File: src/rtl/sfq_pkg.sv
package sfq_pkg;

  // queue geometry
  localparam int DEPTH      = 16;
  localparam int DATA_WIDTH = 32;
  localparam int POS_W      = (DEPTH > 1) ? $clog2(DEPTH) : 1;
  localparam int CNT_W      = $clog2(DEPTH + 1);

  // port field widths
  localparam int CMD_W    = 3;
  localparam int VALUE_W  = 32;
  localparam int INDEX_W  = 4;
  localparam int DATA_W   = 32;
  localparam int POSOUT_W = 4;
  localparam int MCOUNT_W = 5;
  localparam int FILL_W   = 5;
  localparam int STATUS_W = 2;

  // command codes
  localparam logic [CMD_W-1:0] CMD_PUSH   = 3'd0;
  localparam logic [CMD_W-1:0] CMD_POP    = 3'd1;
  localparam logic [CMD_W-1:0] CMD_READ   = 3'd2;
  localparam logic [CMD_W-1:0] CMD_SEARCH = 3'd3;
  localparam logic [CMD_W-1:0] CMD_CLEAR  = 3'd4;

  // status codes
  localparam logic [STATUS_W-1:0] STAT_OK    = 2'd0;
  localparam logic [STATUS_W-1:0] STAT_EMPTY = 2'd1;
  localparam logic [STATUS_W-1:0] STAT_FULL  = 2'd2;

  typedef logic [DATA_WIDTH-1:0] word_t;

  typedef struct packed {
    logic load;    // take the pushed word
    logic shift;   // take the neighbour's word (pop)
    logic search;  // capture the compare result
    logic valid;   // cell holds a live entry
  } sfq_cell_ctrl_t;

  typedef enum logic {
    ST_IDLE,
    ST_SEARCH
  } sfq_state_t;

endpackage

File: src/rtl/searchable_fifo_queue.sv
// Channel   Signals                                  Handshake
// command   cmd, value, index                        taken when start && !busy
// result    data, found, position, match_count,      one cycle, marked by done
//           fill_level, status
//
// Entries sit in a row of cells ordered from the head; pop shifts the row by one.
// For push, pop, read and clear, done follows the accepting edge.
// Search: the cells compare in a first step, the match vector is reduced to flag,
// first position and count in a second step (state ST_SEARCH); busy is high then.
// rst (synchronous) empties the queue; cell contents are not cleared.
// Results cannot be stalled: each is shown for exactly one cycle.
module searchable_fifo_queue import sfq_pkg::*; (
  input  logic                clk,
  input  logic                rst,
  input  logic                start,
  output logic                busy,
  input  logic [CMD_W-1:0]    cmd,
  input  logic [VALUE_W-1:0]  value,
  input  logic [INDEX_W-1:0]  index,
  output logic                done,
  output logic [DATA_W-1:0]   data,
  output logic                found,
  output logic [POSOUT_W-1:0] position,
  output logic [MCOUNT_W-1:0] match_count,
  output logic [FILL_W-1:0]   fill_level,
  output logic [STATUS_W-1:0] status
);

  sfq_state_t state, state_next;
  logic [CNT_W-1:0] fill, fill_next;

  word_t          cell_word [DEPTH];
  logic [DEPTH-1:0] cell_match;
  sfq_cell_ctrl_t cell_ctrl [DEPTH];
  word_t          key;

  logic             accept, push_ok, pop_ok, read_oor;
  logic             red_found;
  logic [POS_W-1:0] red_first;
  logic [CNT_W-1:0] red_total;

  logic                res_load, done_next, found_next;
  logic [DATA_W-1:0]   data_next;
  logic [POSOUT_W-1:0] position_next;
  logic [MCOUNT_W-1:0] match_count_next;
  logic [STATUS_W-1:0] status_next;

  assign key      = DATA_WIDTH'(value);
  assign accept   = start && !busy;
  assign push_ok  = accept && (cmd == CMD_PUSH) && (fill != CNT_W'(DEPTH));
  assign pop_ok   = accept && (cmd == CMD_POP) && (fill != '0);
  assign read_oor = 32'(index) >= 32'(fill);

  always_comb begin
    for (int i = 0; i < DEPTH; i++) begin
      cell_ctrl[i].load   = push_ok && (fill == CNT_W'(i));
      cell_ctrl[i].shift  = pop_ok;
      cell_ctrl[i].search = accept && (cmd == CMD_SEARCH);
      cell_ctrl[i].valid  = CNT_W'(i) < fill;
    end
  end

  for (genvar g = 0; g < DEPTH; g++) begin : g_cell
    word_t nbr;
    if (g == DEPTH - 1) begin : g_last
      assign nbr = cell_word[g];
    end else begin : g_mid
      assign nbr = cell_word[g+1];
    end
    sfq_cell u_cell (
      .clk   (clk),
      .ctrl  (cell_ctrl[g]),
      .din   (key),
      .nbr   (nbr),
      .key   (key),
      .word  (cell_word[g]),
      .match (cell_match[g])
    );
  end

  sfq_match_reduce u_reduce (
    .match (cell_match),
    .found (red_found),
    .first (red_first),
    .total (red_total)
  );

  // next state
  always_comb begin
    state_next = state;
    unique case (state)
      ST_IDLE: begin
        if (accept && (cmd == CMD_SEARCH)) begin
          state_next = ST_SEARCH;
        end
      end
      ST_SEARCH: state_next = ST_IDLE;
      default:   state_next = ST_IDLE;
    endcase
  end

  // outputs and result
  always_comb begin
    busy             = (state == ST_SEARCH);
    fill_next        = fill;
    data_next        = '0;
    found_next       = 1'b0;
    position_next    = '0;
    match_count_next = '0;
    status_next      = STAT_OK;
    res_load         = 1'b0;
    if (state == ST_SEARCH) begin
      res_load         = 1'b1;
      found_next       = red_found;
      position_next    = POSOUT_W'(red_first);
      match_count_next = MCOUNT_W'(red_total);
    end else if (accept) begin
      res_load = (cmd != CMD_SEARCH);
      unique case (cmd)
        CMD_PUSH: begin
          if (push_ok) begin
            fill_next = fill + 1'b1;
          end else begin
            status_next = STAT_FULL;
          end
        end
        CMD_POP: begin
          if (pop_ok) begin
            data_next = DATA_W'(cell_word[0]);
            fill_next = fill - 1'b1;
          end else begin
            status_next = STAT_EMPTY;
          end
        end
        CMD_READ: begin
          if (read_oor) begin
            status_next = STAT_EMPTY;
          end else begin
            data_next = DATA_W'(cell_word[POS_W'(index)]);
          end
        end
        CMD_CLEAR: fill_next = '0;
        default: ;
      endcase
    end
    done_next = res_load;
  end

  always_ff @(posedge clk) begin
    if (rst) begin
      state <= ST_IDLE;
      fill  <= '0;
      done  <= 1'b0;
    end else begin
      state <= state_next;
      fill  <= fill_next;
      done  <= done_next;
    end
  end

  always_ff @(posedge clk) begin
    if (res_load) begin
      data        <= data_next;
      found       <= found_next;
      position    <= position_next;
      match_count <= match_count_next;
      fill_level  <= FILL_W'(fill_next);
      status      <= status_next;
    end
  end

  a_fill_bound: assert property (@(posedge clk) disable iff (rst)
    fill <= CNT_W'(DEPTH))
    else $error("fill count above depth");

  a_search_one_cycle: assert property (@(posedge clk) disable iff (rst)
    busy |=> !busy)
    else $error("search phase longer than one cycle");

  a_done_source: assert property (@(posedge clk) disable iff (rst)
    done |-> ($past(start && !busy && cmd != CMD_SEARCH) || $past(busy)))
    else $error("result without a command behind it");

  a_full_status: assert property (@(posedge clk) disable iff (rst)
    (done && status == STAT_FULL) |-> (fill_level == FILL_W'(DEPTH)))
    else $error("full flagged on a queue that is not full");

  a_found_count: assert property (@(posedge clk) disable iff (rst)
    (done && found) |-> (match_count != '0))
    else $error("found without matches");

endmodule

File: src/rtl/sfq_cell.sv
module sfq_cell import sfq_pkg::*; (
  input  logic           clk,
  input  sfq_cell_ctrl_t ctrl,
  input  word_t          din,
  input  word_t          nbr,
  input  word_t          key,
  output word_t          word,
  output logic           match
);

  always_ff @(posedge clk) begin
    if (ctrl.load) begin
      word <= din;
    end else if (ctrl.shift) begin
      word <= nbr;
    end
  end

  always_ff @(posedge clk) begin
    if (ctrl.search) begin
      match <= ctrl.valid && (word == key);
    end
  end

endmodule

File: src/rtl/sfq_match_reduce.sv
module sfq_match_reduce import sfq_pkg::*; (
  input  logic [DEPTH-1:0] match,
  output logic             found,
  output logic [POS_W-1:0] first,
  output logic [CNT_W-1:0] total
);

  always_comb begin
    first = '0;
    // lowest set bit wins: scan from the top so the lowest is written last
    for (int i = DEPTH - 1; i >= 0; i--) begin
      if (match[i]) begin
        first = POS_W'(i);
      end
    end
    found = |match;
    total = CNT_W'($countones(match));
  end

endmodule
File: config.mk
export PLATFORM = sky130hd
export DESIGN_NAME = searchable_fifo_queue
export DESIGN_NICKNAME = d
export VERILOG_FILES = /design/src/rtl/sfq_pkg.sv /design/src/rtl/searchable_fifo_queue.sv /design/src/rtl/sfq_cell.sv /design/src/rtl/sfq_match_reduce.sv
export SDC_FILE = /design/constraint.sdc
export NUM_CORES = 1
export LEC_CHECK = 0
export BUFFER_PORTS_ARGS = -buffer_cell sky130_fd_sc_hd__buf_2
export CORE_MARGIN = 4
export CORE_UTILIZATION = 28
export DETAILED_ROUTE_END_ITERATION = 12
export GPL_TIMING_DRIVEN = 0
export SYNTH_ARGS = -nofsm -noshare
export SYNTH_HDL_FRONTEND = slang
export SYNTH_SLANG_ARGS = --single-unit
File: constraint.sdc
create_clock -name clk -period 8.2 [get_ports clk]
set_input_delay 2.05 -clock clk [delete_from_list [all_inputs] [get_ports clk]]
set_output_delay 2.05 -clock clk [all_outputs]
set_load 0.01 [all_outputs]
==> results.toml <==
[run_status]
result_of_the_run = "finished with violations"
failing_checks = "max-capacitance violations, max-slew violations"

[floorplan]
die_x_um = 362
placementRows = 129
die_area_mm2 = 0.131
design.core.area_mm2 = 0.124
io_pins = 93
effective_utilization_at_floorplan_pct = 28.2
dieHeight_um = 362

[critical_path]
worst_path_max_delay_cell = "sky130_fd_sc_hd__buf_1"
cp-end-kind = "flip-flop"
r2r_end = "g_cell[1].u_cell.word[9]"
reg2reg_setup_slack_ns = 3.63
critical_path.top_delay_family = "buffers and inverters"
crit_path_max_fanout = 10
critical_path.cell_chain = "clkbuf_1 -> buf_1 -> inv_1 -> ha_1 -> nand2b_1 -> a21o_1 -> a21o_1 -> a31oi_1 -> clkbuf_1 -> a22o_1"
reg2reg_depth = 8
critical_path_required_ns = 8.62
rr_startpoint = "fill[1]"
worstSetupStartpointType = "primary input"
critical_path.n_buffers_inverters = 4
worstPathArrival_ns = 6.41
cp-startpoint = "index[0]"
setup.worst_path.end = "data[21]"
count_of_cell_instances_traversed_by_the_critical_path = 10
critical_path.max_stage_delay_ns = 1.04
crit_type = "primary input to flip-flop"

[power_and_ir_drop]
clock_power_share_pct = 44.9
share_comb_of_total_power_pct = 10.3
power_report.internal_total_uw = 5400
leakagePower_uw = 0.0133
sequential_fraction_of_design_power_pct = 44.8
switching_share_pct = 26.5
p_per_area_mw_per_mm2 = 182
total_switching_power_uw = 1940
vdd_ir_drop_max_mv = 0.169

[grt]
grt_overflow_total = 0
gr_met3_demand_resource_pct = 8.31
grt_first_pass_wirelength_mm = 220
antenna_found_initial = 15
use_met1_pct = 32.3
grt-busiest-layer = "met2"
grt.total_usage_pct = 24.8
grtUsageMet2_pct = 35.5
pin_count_of_the_biggest_net_entering_global_routing = 51
vias_in_the_first_global_route = 24026

[cts]
tritoncts.num_buffers = 71
clkLatencyLatePin_ns = 0.66
cts.clk_slew.worst_paths_ns = 0.06
post_cts_buffers = 0
clk_root_buffer_cell = "sky130_fd_sc_hd__clkbuf_16"
clockBufferDepth = 3
clock_tree.htree_level_count = 3
ctsResizeCount = 0
postCtsHoldBufs = 0
tritoncts_clock_tree = "yes"
clkSinkCount = 584

[detailed_routing]
routed_wirelength_mm = 168
ant_nets = 0
detail_route.iter0.violations = 4907
drc = 0
detailroute.via_count = 25701
drt-vias-per-instance = 5.88
drt_first_pass_iters = 8
wl_per_cell_um = 38.4

[synth]
synth_mux_area_share_pct = 23.7
ys_types = 58
synth_sequential_area_ratio_pct = 49.9
yosysWarningCount = 0
dominantRegCellSynth = "sky130_fd_sc_hd__edfxtp_1"
post_synth_xor_area_fraction_pct = 12.8
post_synth.cell_area_avg_um2 = 14.1
synth_edf_count = 577
synth_top_family_by_area = "multiplexers"
synth_seq_cells = 584
synth_compound_area_share_pct = 3.13
synth_cells = 2490
postSynthNetCount = 2574
post_synth_instance_area_mm2 = 0.0350
synthAdderAreaFrac_pct = 1.74
synth_async_sr_flop_share_pct = 0
yosys.area_share.simple_pct = 5.28

[layout]
final_common_cell = "sky130_fd_sc_hd__edfxtp_1"
layout-drive-gt1-share_pct = 33.4
area_growth_syn_to_layout_pct = 15.2
design_area_mm2 = 0.0403
final_cell_mix = "sky130_fd_sc_hd__edfxtp_1, sky130_fd_sc_hd__mux2_2, sky130_fd_sc_hd__xor2_1"
fin_nets = 2761

[sta]
final-setup-viol-count = 0
clock_period_minus_worst_slack_ns = 6.00
finalClockSkew_ns = 0.0325
rsz0062_at_grt = "false"
final-hold-violation-count = 0
tightestPinTransition_ns = 1.53
timing.fmax_ghz = 0.167
slew-limit-headroom_pct = -2.68
drv_slew = 3
finalHoldWorstSlack_ns = 0.623
final_min_period_over_clock_period_pct = 73.1

[placed_design]
placed_area_mm2 = 0.0380
portBuffers = 89
dp_hpwl_mm = 128
gp_routability_congestion = 1.12

[job]
cap_violations = 3

[worst_hold_path]
min_path_type = "flip-flop to flip-flop"
[stage by stage]
stage / utilization (%) / instances / total power (µW) / setup WS (ns) / TNS, ns
global route: 32.5 / 4367 / 7480 / 2.31 / 0
detailed placement: 30.6 / 4238 / 4070 / 1.83 / 0
CTS: 32.5 / 4364 / 7320 / 2.47 / 0
finish: 32.5 / 4372 / 7350 / 2.20 / 0
floorplan: - / 2490 / 3730 / 1.89 / 0
global placement: 30.3 / 4216 / 4070 / -4.23 / -270.72
[cell usage after synthesis, types with 3 or more instances]
| library cell | instances | area share, % |
|---|---|---|
| sky130_fd_sc_hd__a2111oi_0 | 6 | 0.15 |
| sky130_fd_sc_hd__a21o_1 | 5 | 0.11 |
| sky130_fd_sc_hd__a21oi_1 | 10 | 0.14 |
| sky130_fd_sc_hd__a22o_1 | 32 | 0.80 |
| sky130_fd_sc_hd__a22oi_1 | 64 | 1.4 |
| sky130_fd_sc_hd__and2_1 | 5 | 0.089 |
| sky130_fd_sc_hd__buf_1 | 36 | 0.39 |
| sky130_fd_sc_hd__buf_2 | 47 | 0.67 |
| sky130_fd_sc_hd__buf_4 | 9 | 0.19 |
| sky130_fd_sc_hd__buf_6 | 9 | 0.29 |
| sky130_fd_sc_hd__clkbuf_1 | 133 | 1.4 |
| sky130_fd_sc_hd__dfxtp_1 | 7 | 0.40 |
| sky130_fd_sc_hd__edfxtp_1 | 577 | 49 |
| sky130_fd_sc_hd__fa_1 | 11 | 0.63 |
| sky130_fd_sc_hd__ha_1 | 31 | 1.1 |
| sky130_fd_sc_hd__inv_1 | 45 | 0.48 |
| sky130_fd_sc_hd__mux2_1 | 5 | 0.16 |
| sky130_fd_sc_hd__mux2_2 | 475 | 15 |
| sky130_fd_sc_hd__mux4_2 | 128 | 8.2 |
| sky130_fd_sc_hd__nand2_1 | 61 | 0.65 |
| sky130_fd_sc_hd__nand2b_1 | 4 | 0.071 |
| sky130_fd_sc_hd__nand3_1 | 26 | 0.37 |
| sky130_fd_sc_hd__nand3_2 | 4 | 0.11 |
| sky130_fd_sc_hd__nand4_1 | 64 | 1.1 |
| sky130_fd_sc_hd__nand4_2 | 3 | 0.11 |
| sky130_fd_sc_hd__nor2_1 | 18 | 0.19 |
| sky130_fd_sc_hd__nor2b_1 | 8 | 0.14 |
| sky130_fd_sc_hd__nor3_1 | 15 | 0.21 |
| sky130_fd_sc_hd__nor4_1 | 91 | 1.6 |
| sky130_fd_sc_hd__o21ai_0 | 10 | 0.14 |
| sky130_fd_sc_hd__or4_1 | 3 | 0.064 |
| sky130_fd_sc_hd__xnor2_1 | 190 | 4.8 |
| sky130_fd_sc_hd__xor2_1 | 323 | 8.1 |
[flip-flops by register name, indices dropped and copies added, names as in the netlist]
name                 flops
busy                     1
data                    32
done                     1
fill                     5
fill_level               5
found                    1
g_cell.u_cell.match     16
g_cell.u_cell.word     512
match_count              5
position                 4
status                   2
[power by group through the flow]
stage          Sequential, µW  Combinational [µW]  Clock [µW]
2_1_floorplan            3360                 370           0
3_3_place_gp             3360                 714           0
3_5_place_dp             3350                 718           0
4_1_cts                  3290                 721        3310
5_1_grt                  3290                 758        3430
6_report                 3290                 760        3300
[worst min-delay path by stage]
stage,start,end,slack [ns],cells past startpoint
global route,g_cell[11].u_cell.word[10],g_cell[10].u_cell.word[10],0.64,1
global placement,g_cell[9].u_cell.word[9],g_cell[8].u_cell.word[9],0.60,1
detailed placement,g_cell[9].u_cell.word[9],g_cell[8].u_cell.word[9],0.61,1
floorplan,g_cell[9].u_cell.word[23],g_cell[8].u_cell.word[23],0.57,1
CTS,g_cell[9].u_cell.word[9],g_cell[8].u_cell.word[9],0.62,1
finish,g_cell[9].u_cell.word[9],g_cell[8].u_cell.word[9],0.62,1
[final cells by class]
cell class                 count  area [µm²]
sequential                   584       17500
clock inverter                37         435
antenna                        5        12.5
fill                       12378       83600
multi-input combinational   1626       16400
buffer                       235        1040
timing repair buffer         114         828
inverter                      45         169
clock buffer                  89        1890
tap                         1637        2050
[layer usage]
| metal | share of wire [%] | vias to the layer above | wire length (µm) |
|---|---|---|---|
| met5 | 0.061 | - | 103 |
| met4 | 7.8 | 14 | 13100 |
| met3 | 14 | 472 | 23000 |
| met2 | 41 | 2132 | 68900 |
| met1 | 37 | 13233 | 62700 |
| li1 | - | 9850 | - |
[cell families after synthesis]
group | after synthesis
AOI/OAI and AO/OA | 145
xor gates and xnor gates | 513
adders and majority gates | 42
buffers and inverters | 280
DFF | 584
muxes | 608
and+or+nand+nor | 318
(Power assumes the default switching activity.)
